File: src/sv/mtwdp_pkg.sv
// ----------------------------------------------------------------------------
// Balanced ternary dot product package
// Beat types, saturation constants and trit helper functions.
// ----------------------------------------------------------------------------
`timescale 1ns / 1ps
`default_nettype none

package mtwdp_pkg;

  localparam int MAX_LEN      = 4096;
  localparam int PER_ELEM_MAX = 40;
  localparam int RANGE_MAX    = 163840;
  localparam int SAT_LIMIT    =
    (PER_ELEM_MAX * MAX_LEN > RANGE_MAX) ? RANGE_MAX : PER_ELEM_MAX * MAX_LEN;

  localparam int SUM_W = 20;
  localparam int DOT_W = 19;

  localparam logic signed [SUM_W-1:0] SUM_HI = SUM_W'(SAT_LIMIT);
  localparam logic signed [SUM_W-1:0] SUM_LO = -SUM_HI;
  localparam logic signed [DOT_W-1:0] DOT_HI = DOT_W'(RANGE_MAX);
  localparam logic signed [DOT_W-1:0] DOT_LO = -DOT_HI;

  typedef struct packed {
    logic [7:0] query_pixel;
    logic [7:0] ref_pixel;
    logic       last_element;
  } pix_t;

  typedef struct packed {
    logic signed [DOT_W-1:0] dot_value;
    logic                    overflow;
  } dot_t;

  // Each digit holds the trit plus one, so 0..2.
  typedef logic [3:0][1:0] trits_t;

  function automatic logic [6:0] bin_of(input logic [7:0] b);
    logic [14:0] p;
    p = 15'(b) * 15'd81;
    return p[14:8];
  endfunction

  function automatic trits_t bin_to_trits(input logic [6:0] b);
    trits_t     t;
    logic [6:0] r;
    if (b >= 7'd54) begin
      t[3] = 2'd2;
      r = b - 7'd54;
    end else if (b >= 7'd27) begin
      t[3] = 2'd1;
      r = b - 7'd27;
    end else begin
      t[3] = 2'd0;
      r = b;
    end
    if (r >= 7'd18) begin
      t[2] = 2'd2;
      r = r - 7'd18;
    end else if (r >= 7'd9) begin
      t[2] = 2'd1;
      r = r - 7'd9;
    end else begin
      t[2] = 2'd0;
    end
    if (r >= 7'd6) begin
      t[1] = 2'd2;
      r = r - 7'd6;
    end else if (r >= 7'd3) begin
      t[1] = 2'd1;
      r = r - 7'd3;
    end else begin
      t[1] = 2'd0;
    end
    t[0] = r[1:0];
    return t;
  endfunction

  // Product of two balanced trits given as digits 0..2.
  function automatic logic signed [1:0] trit_mul(input logic [1:0] a, input logic [1:0] b);
    logic signed [1:0] p;
    if (a == 2'd1 || b == 2'd1) begin
      p = 2'sd0;
    end else if (a == b) begin
      p = 2'sd1;
    end else begin
      p = -2'sd1;
    end
    return p;
  endfunction

endpackage

`default_nettype wire

File: src/sv/multi_trit_weighted_dot_product_core.sv
// ----------------------------------------------------------------------------
// Balanced ternary four-plane weighted dot product core
// A result beat is registered from the last element in the element register.
// Throughput: one pair per cycle unless stalled, set by the single adder.
// The element register and the result register decouple the two channels.
// Reset clears the accumulator, the overflow flag and both valid bits.
// ----------------------------------------------------------------------------
`timescale 1ns / 1ps
`default_nettype none

module multi_trit_weighted_dot_product_core
  import mtwdp_pkg::*;
(
  input  wire logic clk,
  input  wire logic rst,
  input  wire logic pix_valid,
  output logic      pix_stall,
  input  wire pix_t pix,
  output logic      dot_valid,
  input  wire logic dot_stall,
  output dot_t      dot
);

  logic s1_valid;
  pix_t s1;

  logic signed [DOT_W-1:0] acc;
  logic                    sat;

  logic                    advance;
  trits_t                  qt;
  trits_t                  rt;
  logic signed [1:0]       p3, p2, p1, p0;
  logic signed [6:0]       contrib;
  logic signed [SUM_W-1:0] sum;
  logic signed [DOT_W-1:0] acc_next;
  logic                    clamp;

  assign advance   = s1_valid && (!s1.last_element || !dot_valid || !dot_stall);
  assign pix_stall = s1_valid && !advance;

  always_comb begin
    qt = bin_to_trits(bin_of(s1.query_pixel));
    rt = bin_to_trits(bin_of(s1.ref_pixel));
    p3 = trit_mul(qt[3], rt[3]);
    p2 = trit_mul(qt[2], rt[2]);
    p1 = trit_mul(qt[1], rt[1]);
    p0 = trit_mul(qt[0], rt[0]);
    contrib = 7'(p3) * 7'sd27 + 7'(p2) * 7'sd9 + 7'(p1) * 7'sd3 + 7'(p0);
    sum = SUM_W'(acc) + SUM_W'(contrib);
    if (sum > SUM_HI) begin
      acc_next = DOT_W'(SUM_HI);
      clamp = 1'b1;
    end else if (sum < SUM_LO) begin
      acc_next = DOT_W'(SUM_LO);
      clamp = 1'b1;
    end else begin
      acc_next = sum[DOT_W-1:0];
      clamp = 1'b0;
    end
  end

  always_ff @(posedge clk) begin
    if (rst) begin
      s1_valid  <= 1'b0;
      dot_valid <= 1'b0;
      acc       <= '0;
      sat       <= 1'b0;
    end else begin
      if (!pix_stall) begin
        s1_valid <= pix_valid;
      end
      if (advance) begin
        if (s1.last_element) begin
          acc       <= '0;
          sat       <= 1'b0;
          dot_valid <= 1'b1;
        end else begin
          acc <= acc_next;
          sat <= sat | clamp;
          if (!dot_stall) begin
            dot_valid <= 1'b0;
          end
        end
      end else if (!dot_stall) begin
        dot_valid <= 1'b0;
      end
    end
  end

  always_ff @(posedge clk) begin
    if (pix_valid && !pix_stall) begin
      s1 <= pix;
    end
    if (advance && s1.last_element) begin
      dot.dot_value <= acc_next;
      dot.overflow  <= sat | clamp;
    end
  end

endmodule

`default_nettype wire

File: config.mk
export PLATFORM = sky130hd
export DESIGN_NAME = multi_trit_weighted_dot_product_core
export DESIGN_NICKNAME = d
export VERILOG_FILES = /design/src/sv/mtwdp_pkg.sv /design/src/sv/multi_trit_weighted_dot_product_core.sv
export SDC_FILE = /design/constraint.sdc
export NUM_CORES = 1
export LEC_CHECK = 0
export BUFFER_PORTS_ARGS = -buffer_cell sky130_fd_sc_hd__buf_2
export CAP_MARGIN = 25
export CORE_MARGIN = 4
export CORE_UTILIZATION = 55
export DETAILED_ROUTE_END_ITERATION = 8
export PLACE_DENSITY = 0.75
export SETUP_SLACK_MARGIN = 0.2
export SLEW_MARGIN = 25
export SYNTH_ARGS = -nofsm -noshare
export SYNTH_HDL_FRONTEND = slang
export SYNTH_SLANG_ARGS = --single-unit
File: constraint.sdc
create_clock -name clk -period 12.4 [get_ports clk]
set_input_delay 2.48 -clock clk [delete_from_list [all_inputs] [get_ports clk]]
set_output_delay 2.48 -clock clk [all_outputs]
set_load 0.1 [all_outputs]
; ---- Word level (Yosys, flattened, before mapping)
; Cells that the tools add are included.
[word_totals]
out_inout_bits = 22
mem_bits_ro = 0
ff_bits = 59
latch_bits = 0
ramBits = 0
word_cells = 113
memories = 0
[op_classes]
eq_ne = 12
reduce_logical = 15
n_lt_le_gt_ge = 14
n_mux = 41
div_mod_pow = 0
n_bitwise = 1
shift = 0
mul = 5
addsub = 16
[op_table]
columns = op, n
row1 = 19-bit two-way mux, 3
row2 = 7-bit two-way mux, 8
row3 = 2-bit two-way mux, 18
row4 = 8-bit by 7-bit multiplier with 15-bit output (second input constant), 2
row5 = 7-bit by 5-bit >= comparator with 1-bit output (second input constant), 4
row6 = 7-bit by 5-bit subtractor with 7-bit output (second input constant), 4
row7 = 19-bit by 7-bit adder with 20-bit output, 1
row8 = 20-bit by 19-bit greater-than comparator with 1-bit output (second input constant), 1
row9 = 20-bit by 19-bit < comparator with 1-bit output (second input constant), 1
row10 = 2-bit by 1-bit == test with 1-bit output (second input constant), 8
row11 = 7-bit by 2-bit >= comparator with 1-bit output (second input constant), 2
row12 = 7-bit by 3-bit >= comparator with 1-bit output (second input constant), 2
row13 = 7-bit by 4-bit >= comparator with 1-bit output (second input constant), 2
row14 = 7-bit by 6-bit >= comparator with 1-bit output (second input constant), 2
row15 = 7-bit by 4-bit subtractor with 7-bit output (second input constant), 2
row16 = 7-bit by 6-bit subtractor with 7-bit output (second input constant), 2
row17 = 1-bit two-way mux, 12
row18 = 2-bit == test, 4
row19 = 2-bit subtractor (second input constant), 4
row20 = 7-bit by 2-bit adder with 7-bit output, 1
row21 = 7-bit by 5-bit adder with 7-bit output, 1
row22 = 7-bit adder, 1
row23 = 2-bit by 5-bit multiplier with 7-bit output (second input constant), 1
row24 = 2-bit by 6-bit multiplier with 7-bit output (second input constant), 1
row25 = other kinds (5), 17

; ---- Logic depth before layout (Yosys ltp)
; Gate-level depths: netlist of the first run.
[depth]
word_depth = 22
mapped_depth = 60
depth_no_buf = 59

; ---- Worst setup path after synthesis of the first run
; No wires, ideal clock.
[synth_path]
path_type = register -> register
from = register s1[5] in the netlist's numbering
to = register acc[15]
t_arrival_ns = 13.109
synth_period_minus_slack_ns = 13.226
slack_ns = -0.826
stages_incl_launch_ff = 60
required_time_ns = 12.283
path_cell_list = edfxtp_1 -> ha_1 -> ha_1 -> ha_1 -> ha_1 -> o21ai_2 -> a221oi_2 -> xor2_2 -> inv_4 -> ha_1 -> nand4bb_1 -> o221ai_1 -> a211oi_1 -> a311oi_4 -> or2_2 -> a21oi_1 -> o21ai_0 -> ha_1 -> [24 not listed] -> a21oi_1 -> xnor2_1 -> xnor2_1 -> xnor2_1 -> ha_1 -> a21oi_1 -> o21ai_1 -> a2111o_1 -> a31o_1 -> a41o_1 -> a31o_1 -> a31o_2 -> inv_2 -> o211a_1 -> a21o_1 -> clkbuf_1 -> nand2_1 -> a22o_1
[synth_between]
elab_chain_cells = 21
elab_cells_between_ends = 57
classes_between = add/sub: 10 / mul: 4 / order compare: 8 / eq/ne: 8 / mux: 23 / reduce/logical: 4
[synth_rtl]
columns = element, line_no
row1 = "start, declared", multi_trit_weighted_dot_product_core.sv:25  ; pix_t s1;
row2 = "start signal, assigned", multi_trit_weighted_dot_product_core.sv:93  ; s1 <= pix;
row3 = 8-bit by 7-bit multiplier with 15-bit output *, mtwdp_pkg.sv:40  ; p = 15'(b) * 15'd81;
row4 = 7-bit by 5-bit subtractor with 7-bit output or 7-bit by 5-bit >= comparator with 1-bit output (tied branches), "mtwdp_pkg.sv:52, mtwdp_pkg.sv:50"
row5 = 7-bit two-way mux, mtwdp_pkg.sv:50  ; end else if (b >= 7'd27) begin
row6 = 7-bit two-way mux, mtwdp_pkg.sv:47  ; if (b >= 7'd54) begin
row7 = 7-bit by 4-bit subtractor with 7-bit output or 7-bit by 4-bit >= comparator with 1-bit output (tied branches), "mtwdp_pkg.sv:62, mtwdp_pkg.sv:60"
row8 = 7-bit two-way mux, mtwdp_pkg.sv:60  ; end else if (r >= 7'd9) begin
row9 = 7-bit two-way mux, mtwdp_pkg.sv:57  ; if (r >= 7'd18) begin
row10 = 7-bit by 2-bit >= comparator with 1-bit output, mtwdp_pkg.sv:69  ; end else if (r >= 7'd3) begin
row11 = [6 not listed], n/a
row12 = 7-bit by 5-bit adder with 7-bit output, multi_trit_weighted_dot_product_core.sv:49  ; contrib = 7'(p3) * 7'sd27 + 7'(p2) * 7'sd9 + 7'(p1) * 7'sd3 + 7'(p0);
row13 = 7-bit by 2-bit adder with 7-bit output *, multi_trit_weighted_dot_product_core.sv:49
row14 = 19-bit by 7-bit adder with 20-bit output *, multi_trit_weighted_dot_product_core.sv:50  ; sum = SUM_W'(acc) + SUM_W'(contrib);
row15 = 20-bit by 19-bit < comparator with 1-bit output, multi_trit_weighted_dot_product_core.sv:54  ; end else if (sum < SUM_LO) begin
row16 = 19-bit two-way mux, multi_trit_weighted_dot_product_core.sv:54
row17 = 19-bit two-way mux *, multi_trit_weighted_dot_product_core.sv:51  ; if (sum > SUM_HI) begin
row18 = net acc_next[15], multi_trit_weighted_dot_product_core.sv:36  ; logic signed [DOT_W-1:0] acc_next;
row19 = 19-bit two-way mux *, multi_trit_weighted_dot_product_core.sv:74  ; if (s1.last_element) begin
row20 = "end signal, assigned", multi_trit_weighted_dot_product_core.sv:79  ; acc <= acc_next;
row21 = "end, declared", multi_trit_weighted_dot_product_core.sv:27  ; logic signed [DOT_W-1:0] acc;
; Mark *: on every way through the listed nets, which the timed path passes. The rest lies on a longest branch.
; A chain may end at the register's enable or synchronous reset.

; ---- Worst setup path after layout of the first run
[layout_path]
from = register s1[5] in the netlist's numbering
to = register acc[8]
[layout_between]
elab_chain_cells = 21
elab_cells_between_ends = 57
classes_between = add/sub: 10 / mul: 4 / order compare: 8 / eq/ne: 8 / mux: 23 / reduce/logical: 4
[layout_rtl]
columns = element, line_no
row1 = 8-bit by 7-bit multiplier with 15-bit output *, mtwdp_pkg.sv:40
row2 = 7-bit by 5-bit subtractor with 7-bit output or 7-bit by 5-bit >= comparator with 1-bit output (tied branches), "mtwdp_pkg.sv:52, mtwdp_pkg.sv:50"
row3 = 7-bit two-way mux, mtwdp_pkg.sv:50
row4 = 7-bit two-way mux, mtwdp_pkg.sv:47
row5 = 7-bit by 4-bit subtractor with 7-bit output or 7-bit by 4-bit >= comparator with 1-bit output (tied branches), "mtwdp_pkg.sv:62, mtwdp_pkg.sv:60"
row6 = 7-bit two-way mux, mtwdp_pkg.sv:60
row7 = 7-bit two-way mux, mtwdp_pkg.sv:57
row8 = 7-bit by 2-bit >= comparator with 1-bit output, mtwdp_pkg.sv:69
row9 = [5 not listed], n/a
row10 = 2-bit by 3-bit multiplier with 5-bit output, multi_trit_weighted_dot_product_core.sv:49
row11 = 7-bit by 5-bit adder with 7-bit output, multi_trit_weighted_dot_product_core.sv:49
row12 = 7-bit by 2-bit adder with 7-bit output *, multi_trit_weighted_dot_product_core.sv:49
row13 = 19-bit by 7-bit adder with 20-bit output *, multi_trit_weighted_dot_product_core.sv:50
row14 = 20-bit by 19-bit < comparator with 1-bit output, multi_trit_weighted_dot_product_core.sv:54
row15 = 19-bit two-way mux, multi_trit_weighted_dot_product_core.sv:54
row16 = 19-bit two-way mux *, multi_trit_weighted_dot_product_core.sv:51
row17 = 19-bit two-way mux *, multi_trit_weighted_dot_product_core.sv:74
; Mark *: on every way between the ends. The rest lies on a longest branch, timed or not.

==> results of run 1 <==
logic make-up (layout without fill, tap and decap cells):
family / count (synthesis) / count (layout) / share of synthesized area [%]
mux: 6 / 6 / 0.970
flops: 59 / 59 / 22.3
buf+inv: 86 / 223 / 4.96
simple gates: 200 / 200 / 15.6
fa+ha+maj: 126 / 126 / 24.1
xor+xnor: 51 / 51 / 7.17
compound gates: 223 / 223 / 24.9
stage by stage:
step           hold WS [ns]  util (%)
6_report              0.464      75.5
5_1_grt               0.502      75.5
4_1_cts               0.463      68.0
3_5_place_dp          0.455      64.0
3_3_place_gp          0.449      64.0
2_1_floorplan         0.430         -
worst max path at each step:
stage / endpoint
CTS: acc[8]
detailed placement: acc[8]
finish: acc[8]
floorplan: acc[12]
global route: acc[8]
global placement: acc[6]
cells in the mapped netlist, types with 6 or more instances:
cell,instances
edfxtp_1,37
o21ai_1,10
nand2b_1,8
xor2_1,15
ha_1,112
a211o_1,6
and2_1,15
nand2_1,39
nor2b_1,6
fa_1,14
nand3_1,10
o22ai_1,7
o21a_1,6
a21oi_1,41
a21o_1,10
a22o_1,15
nor4_1,6
or2_2,7
inv_1,67
dfxtp_1,22
clkbuf_1,9
o21ai_0,39
nor3_1,17
nor2_1,42
xnor2_1,29
timing repair:
action                     CTS  global route
pin swaps                   13            67
gates resized for setup     23           112
setup endpoints to repair   39            40
cloned                       0             0
setup buffers               12            40
cell type report:
class,count,area (um2),share of cell area (%)
clock buffers,10,229,2.49
clock inverters,6,57.6,0.625
inverters,72,277,3.00
multi-input cells,606,5950,64.6
flip-flops and latches,59,1550,16.8
well taps,168,210,2.28
repair buffers,135,936,10.2
routing by layer:
layer	vias up	share of wire, %
met5	-	0
met4	0	1.4
met3	26	3.8
met2	163	53
met1	3008	42
li1	3072	-
worst min-delay path, delay by kind of cell, from the launching register on:
family | cells | cell delay, ns
AOI/OAI and AO/OA | 1 | 0.05
and+or+nand+nor | 1 | 0.05
DFF | 1 | 0.31
registers in the layout (all words and copies together) (netlist names):
register,count
dot,20
s1,17
dot_valid,1
sat,1
acc,19
s1_valid,1
==> results.toml, run 1 <==
[status]
status = "finished clean"

[timing]
slew_headroom_pct = 35.1
fin_skew_ns = 0.0127
worst_slew_pin_slew_ns = 0.973
tns_ns = 0
timing.final.ws_setup_ns = 0.385
final.min_clock_period_ns = 12.01
setup_viol = 0
final-hold-violation-count = 0
max_freq_ghz = 0.0832
drv_slew = 0
rsz0062_at_grt = "true"
period_share_pct = 96.9

[job]
drv_cap = 0

[synthesis]
yosysWarnings = 0
synth_nets = 898
synth_edf_count = 37
synth.cell_area_um2 = 6970
synth_cell_types = 104
ys_top_cells_by_area = "ha_1, edfxtp_1, dfxtp_1"
avgSynthCellArea_um2 = 9.27
syn_inst = 751
synth-main-ff-cell = "edfxtp_1"
synth.top_cell.area_share_pct = 20.1
synth_top_area_cell = "ha_1"
synth-seq-cells = 59
async_flop_share_pct = 0
ys_seq_area_share_pct = 22.3

[critical_path]
r2r_end = "acc[8]"
max_stage_delay_ns = 0.52
path_buf_inv = 12
r2r_cells = 60
worst_ep_required_time_ns = 12.68
cpLargestDelayFamily = "adder cells"
startpoint_type = "flop"
cp_max_fo = 9
cp-startpoint = "s1[5]"
critPathArrivalTime_ns = 12.30
path_class = "flop to flop"
path_depth = 60
timing.rr.start = "s1[5]"
worst_path_most_repeated_cell = "ha_1"
cp_slowest_cell = "fa_1"
r2r_slack_ns = 0.39
crit_path_end_kind = "flop"

[floorplan]
initial_core_util_pct = 57.0
coreArea_um2 = 12200
dieWidth_um = 121
rows = 40
die-area_um2 = 14500
ioPinCount = 43
die_h_um = 121

[clock_network]
clk_pin_slew_ns = 0.05
clock_latency_ns = 0.34
hold_buffers = 0
htreeDepth = 3
cts_tree = "built"
root_buffer = "clkbuf_16"
cts_buffers = 9
cts_sinks = 59
clock_path_buffers = 2

[detailed_routing]
firstDrtPassIters = 6
ant_nets = 0
vias = 6269
dr.first_iter.drc_count = 473
drt_wl_total_um = 17800
drc = 0
viasPerCell = 5.94
wire_per_inst_um = 16.9

[layout]
syn2layout_area_growth_pct = 32.3
nets = 1030
layout-drive-gt1-share_pct = 35.6
final_common_cell = "buf_4"
stdcell_area_um2 = 9210
antennaDiodeCount = 0
stdcell_count = 1056
final_cell_mix = "buf_4, ha_1, inv_1"
fillerInstances = 810

[global_route]
busiest_layer = "met2"
use_met3_pct = 2.71
grt_util_all_layers_pct = 22.8
grt_max_degree = 23
first_global_vias = 6104
antenna_found_initial = 0
grt_overflow = 0
grtUsageMet2_pct = 41.2
use_met1_pct = 28.4
grt_pass1_wl_um = 27600

[worst_hold_path]
hold_start = "acc[18]"
holdPathEnd = "acc[18]"
min_path_type = "flop to flop"
hold_depth = 2

[placed_design]
gp_congestion = 0.869
port_buffers = 42
post-place-cells = 988
placed_cell_area_um2 = 7820
pre_cts_ws_ns = -0.278
dpl.hpwl_um = 12200
Power of run 1 is left out: the tool's default activity adds up to more than one toggle a clock period on the data nets, which glitch-free logic cannot reach.
==> inputs of run 2 (changes only) <==
--- a/config.mk
+++ b/config.mk
@@ -12,2 +12,3 @@
 export DETAILED_ROUTE_END_ITERATION = 8
+export GPL_TIMING_DRIVEN = 0
 export PLACE_DENSITY = 0.75
--- a/constraint.sdc
+++ b/constraint.sdc
@@ -3,2 +3,2 @@
 set_output_delay 2.48 -clock clk [all_outputs]
-set_load 0.1 [all_outputs]
+set_load 0.02 [all_outputs]
==> run 2 against run 1 <==
  * Core utilization is 3.2 points higher
  * Global-route usage is 1.0 points higher
  * Clock-buffer cell count is 1 lower
  * Die area stayed put
  * Maximum frequency is 2.9% lower
  * Register-to-register slack worse by 0.36 ns
  * Worst hold slack worse by 0.00053 ns
==> results.toml, run 2 (synthesis results as in run 1) <==
[status]
status = "finished clean"

[layout]
final_common_cell = "buf_4"
final_cell_mix = "buf_4, ha_1, inv_1"
syn2layout_area_growth_pct = 37.8
nets = 1042
largest_register_ffs = 20
layout-drive-gt1-share_pct = 37.6
antennaDiodeCount = 0
top_register = "dot"
reg_top3 = "dot: 20 flops, acc: 19 flops, s1: 17 flops"

[clock_network]
clock_path_buffers = 2
clock_latency_ns = 0.34
cts_sinks = 59
cts_buffers = 9
root_buffer = "clkbuf_16"
clk_pin_slew_ns = 0.06
cts_tree = "built"
htreeDepth = 3
hold_buffers = 0

[critical_path]
max_stage_delay_ns = 0.58
cp_max_fo = 9
path_class = "flop to flop"
timing.rr.start = "s1[4]"
crit_path_end_kind = "flop"
startpoint_type = "flop"
r2r_cells = 62
r2r_end = "acc[7]"
r2r_slack_ns = 0.03
worst_path_most_repeated_cell = "ha_4"
worst_ep_required_time_ns = 12.63
cp_slowest_cell = "fa_1"
critPathArrivalTime_ns = 12.60

[timing]
fin_skew_ns = 0.00670
worst_slew_pin_slew_ns = 1.12
timing.final.ws_setup_ns = 0.0285
final-hold-violation-count = 0
max_freq_ghz = 0.0808
drv_slew = 0
period_share_pct = 99.8
hold_slack_ns = 0.463
slew_headroom_pct = 24.9
final.min_clock_period_ns = 12.37
rsz0062_at_grt = "true"
setup_viol = 0

[floorplan]
die-area_um2 = 14500
coreArea_um2 = 12200
ioPinCount = 43
dieWidth_um = 121
die_h_um = 121
rows = 40
initial_core_util_pct = 57.0

[placed_design]
pre_cts_ws_ns = -1.49
dpl.hpwl_um = 11800
port_buffers = 42
gp_congestion = 0.885

[detailed_routing]
dr.first_iter.drc_count = 574
drt_wl_total_um = 20100
viasPerCell = 6.16
drc = 0
firstDrtPassIters = 6
vias = 6574
ant_nets = 0
wire_per_inst_um = 18.8

[global_route]
grt_max_degree = 23
antenna_found_initial = 0
grt_pass1_wl_um = 28700
grt_util_all_layers_pct = 23.8
first_global_vias = 6279
grt_overflow = 0

[worst_hold_path]
hold_depth = 2
hold_start = "acc[14]"
min_path_type = "flop to flop"
holdPathEnd = "acc[14]"

[job]
drv_cap = 0
## run 2: changes by cell type in the layout (fill, tap and decap cells not counted), moves of 3 or more
cell / before / now
ha_4: 25 / 36
clkbuf_1: 1 / 7
o21ai_0: 30 / 26
clkinv_2: 4 / 1
o21ai_1: 13 / 17
xnor2_1: 23 / 20
clkinvlp_4: 0 / 3
ha_1: 80 / 69
buf_8: 0 / 3
## run 2: layout make-up
type,count,area [um2]
plain buffers,14,95.1
well taps,168,210
multi-input cells,606,6220
repair buffers,133,925
inverters,72,279
fillers,752,2610
clock inverters,7,100
flip-flops and latches,59,1550
clock buffers,9,225
## run 2: per-layer routing
layer  wire, um  GRT usage (%)  share of wire, %  up-vias
met5          0              0                 0        -
met4        552           8.00               2.7        0
met3       1010           4.26               5.0       76
met2      10500           42.7                52      263
met1       8040           28.7                40     3142
li1           -              -                 -     3093
## run 2: worst max path at each step
stage               to  slack (ns)  cells past startpoint    from
2_1_floorplan  acc[12]        0.21                     59   s1[2]
3_3_place_gp   acc[13]       -1.11                     59   s1[6]
5_1_grt         acc[7]       -0.40                     62   s1[4]
3_5_place_dp   acc[14]       -1.49                     56  s1[13]
4_1_cts        acc[15]        0.22                     57   s1[1]
6_report        acc[7]        0.03                     62   s1[4]
## run 2: per-stage QoR
stage / util (%) / instance area, um2 / cells / TNS, ns
after floorplan: - / 7150 / 751 / 0
after global placement: 62.0 / 7570 / 961 / -38.25
after detailed placement: 62.0 / 7570 / 961 / -50.87
after CTS: 70.8 / 8650 / 1021 / 0
after global routing: 78.6 / 9600 / 1068 / -12.12
final: 78.6 / 9600 / 1068 / 0
## run 2: critical path: cells and delay by family (launching register included)
kind | cells | cell delay [ns]
adder cells (fa/ha/maj) | 14 | 4.32
buffers and inverters | 13 | 1.21
AO/OA/AOI/OAI | 21 | 4.07
XOR/XNOR | 5 | 1.02
flip-flops | 1 | 0.44
AND/OR/NAND/NOR | 8 | 0.87
multiplexers | 1 | 0.25
## run 2: repair_timing
item	in CTS	in global routing
cloned	1	0
buffers inserted	43	47
pin swaps	47	68
endpoints found under the setup margin	40	40
resized for setup	73	101
Power of run 2 is left out for the same reason.
==> inputs of run 3 (changes only) <==
- ABC_AREA: not set -> 1
==> run 3 against run 2 <==
  * Non-clock buffer count shrank 67
  * Routed wire length shrank 16%
  * Global-route usage shrank 3.6 points
  * Critical path type unchanged
  * Critical endpoint is now acc[4]
==> results.toml, run 3 <==
[status]
status = "finished clean"

[synthesis]
synth-main-ff-cell = "edfxtp_1"
synthMuxAreaShare_pct = 0
synth_edf_count = 37
synth_compound_area_share_pct = 7.18
yosys.cell_count.top_type = "nand2_1"
synth_fa_ha_area_share_pct = 22.1
ys_top_cells_by_area = "ha_1, nand2_1, edfxtp_1"
synthSimpleGateAreaFrac_pct = 35.9
synth-seq-cells = 59
synth_top_area_cell = "ha_1"
synth_cell_types = 47
yosys-top-cells-count = "nand2_1, inv_1, ha_1"
avgSynthCellArea_um2 = 7.10
synth.cell_area_um2 = 7600
synthXorXnorAreaFrac_pct = 4.73
syn_inst = 1070
ys_seq_area_share_pct = 20.4
yosysWarnings = 0
synth_top_family_by_area = "simple AND/OR/NAND/NOR gates"
synth.top_cell.area_share_pct = 18.4
synth_nets = 1217
async_flop_share_pct = 0

[layout]
post-route-util_pct = 67.3
final_common_cell = "nand2_1"
fillerInstances = 1095
reg_top3 = "dot: 20 flops, acc: 19 flops, s1: 17 flops"
final_cell_mix = "nand2_1, inv_1, nand3_1"
antennaDiodeCount = 0
largest_register_ffs = 20
nets = 1296
top_register = "dot"
seqCellArea_um2 = 1550
multi_input_area_um2 = 5750
stdcell_area_um2 = 9010
syn2layout_area_growth_pct = 18.7
layout-drive-gt1-share_pct = 21.3
stdcell_count = 1330

[critical_path]
r2r_cells = 73
timing.rr.start = "s1[13]"
crit_path_end_kind = "flop"
cp_max_fo = 8
path_class = "flop to flop"
max_stage_delay_ns = 0.49
cp-startpoint = "s1[13]"
worst_ep_required_time_ns = 12.67
worst_path_most_repeated_cell = "inv_1"
r2r_end = "acc[4]"
cp-endpoint = "acc[4]"
cp_slowest_cell = "fa_1"
r2r_slack_ns = 0.88
critPathArrivalTime_ns = 11.79
startpoint_type = "flop"

[detailed_routing]
drc = 0
ant_nets = 0
dr.first_iter.drc_count = 413
drt_wl_total_um = 16900
vias = 6935
firstDrtPassIters = 5
viasPerCell = 5.21
wire_per_inst_um = 12.7

[clock_network]
clock_latency_ns = 0.34
cts_buffers = 9
htreeDepth = 3
clk_pin_slew_ns = 0.06
cts_sinks = 59
hold_buffers = 0
root_buffer = "clkbuf_16"
clock_path_buffers = 2
cts_tree = "built"

[timing]
final-hold-violation-count = 0
slew_headroom_pct = 41.5
max_freq_ghz = 0.0868
drv_slew = 0
tns_ns = 0
setup_viol = 0
final.min_clock_period_ns = 11.52
period_share_pct = 92.9
rsz0062_at_grt = "false"
worst_slew_pin_slew_ns = 0.877
fin_skew_ns = 0.00868

[worst_hold_path]
min_path_type = "flop to flop"
hold_start = "acc[9]"

[global_route]
first_global_vias = 6365
grt_util_all_layers_pct = 20.2
antenna_found_initial = 0
grt_max_degree = 23
grt_overflow = 0
grt_pass1_wl_um = 27500

[placed_design]
port_buffers = 42
gp_congestion = 0.909
placed_cell_area_um2 = 8030
dpl.hpwl_um = 12300
post-place-cells = 1288

[floorplan]
initial_core_util_pct = 56.7
ioPinCount = 43
rows = 42
dieWidth_um = 126
coreArea_um2 = 13400
die-area_um2 = 15800
die_h_um = 126

[job]
drv_cap = 0
==> run 3: layout make-up <==
type	instances	share of cell area, %
well taps	176	2.44
plain buffers	12	1.12
clock buffers	13	3.12
flip-flops and latches	59	17.2
clock inverters	3	0.486
repair buffers	68	4.61
multi-input cells	826	63.7
inverters	173	7.26
==> run 3: what timing repair did <==
item | CTS | global route
gates cloned | 0 | 1
endpoints found under the setup margin | 38 | 40
resized for setup | 13 | 71
pin swaps | 0 | 24
buffers inserted | 0 | 25
==> run 3: worst min path at each step <==
stage | end | slack [ns] | depth (start not counted)
after floorplan | acc[0] | 0.45 | 2
after global placement | acc[5] | 0.46 | 2
after detailed placement | acc[6] | 0.46 | 2
after CTS | acc[6] | 0.47 | 2
after global routing | acc[8] | 0.49 | 2
final | acc[9] | 0.47 | 2
==> run 3: per-stage QoR <==
| stage | setup slack (ns) | hold WS, ns |
|---|---|---|
| global route | 0.0371 | 0.491 |
| CTS | 0.273 | 0.471 |
| global placement | -0.406 | 0.459 |
| floorplan | 1.32 | 0.450 |
| finish | 0.876 | 0.471 |
| detailed placement | -0.644 | 0.464 |
==> run 3: cells by family after synthesis <==
| group | after synthesis |
|---|---|
| and+or+nand+nor | 563 |
| buffers and inverters | 185 |
| adders and majority gates | 126 |
| AOI/OAI and AO/OA | 96 |
| DFF | 59 |
| xor gates and xnor gates | 41 |
==> run 3: per-layer routing <==
layer	track usage (%)	vias up	routed length (um)
met2	35.9	146	8470
met5	0	-	0
met1	26.3	3119	7560
li1	-	3640	-
met3	2.26	30	600
met4	4.85	0	265
==> run 3: worst max-delay path, delay by kind of cell, from the launching register on <==
kind | cells | cell delay [ns]
xor+xnor | 3 | 0.54
buf+inv | 14 | 1.27
simple gates | 33 | 3.86
flops | 1 | 0.40
compound gates | 8 | 1.23
fa+ha+maj | 15 | 4.14
Power of run 3 is left out for the same reason.
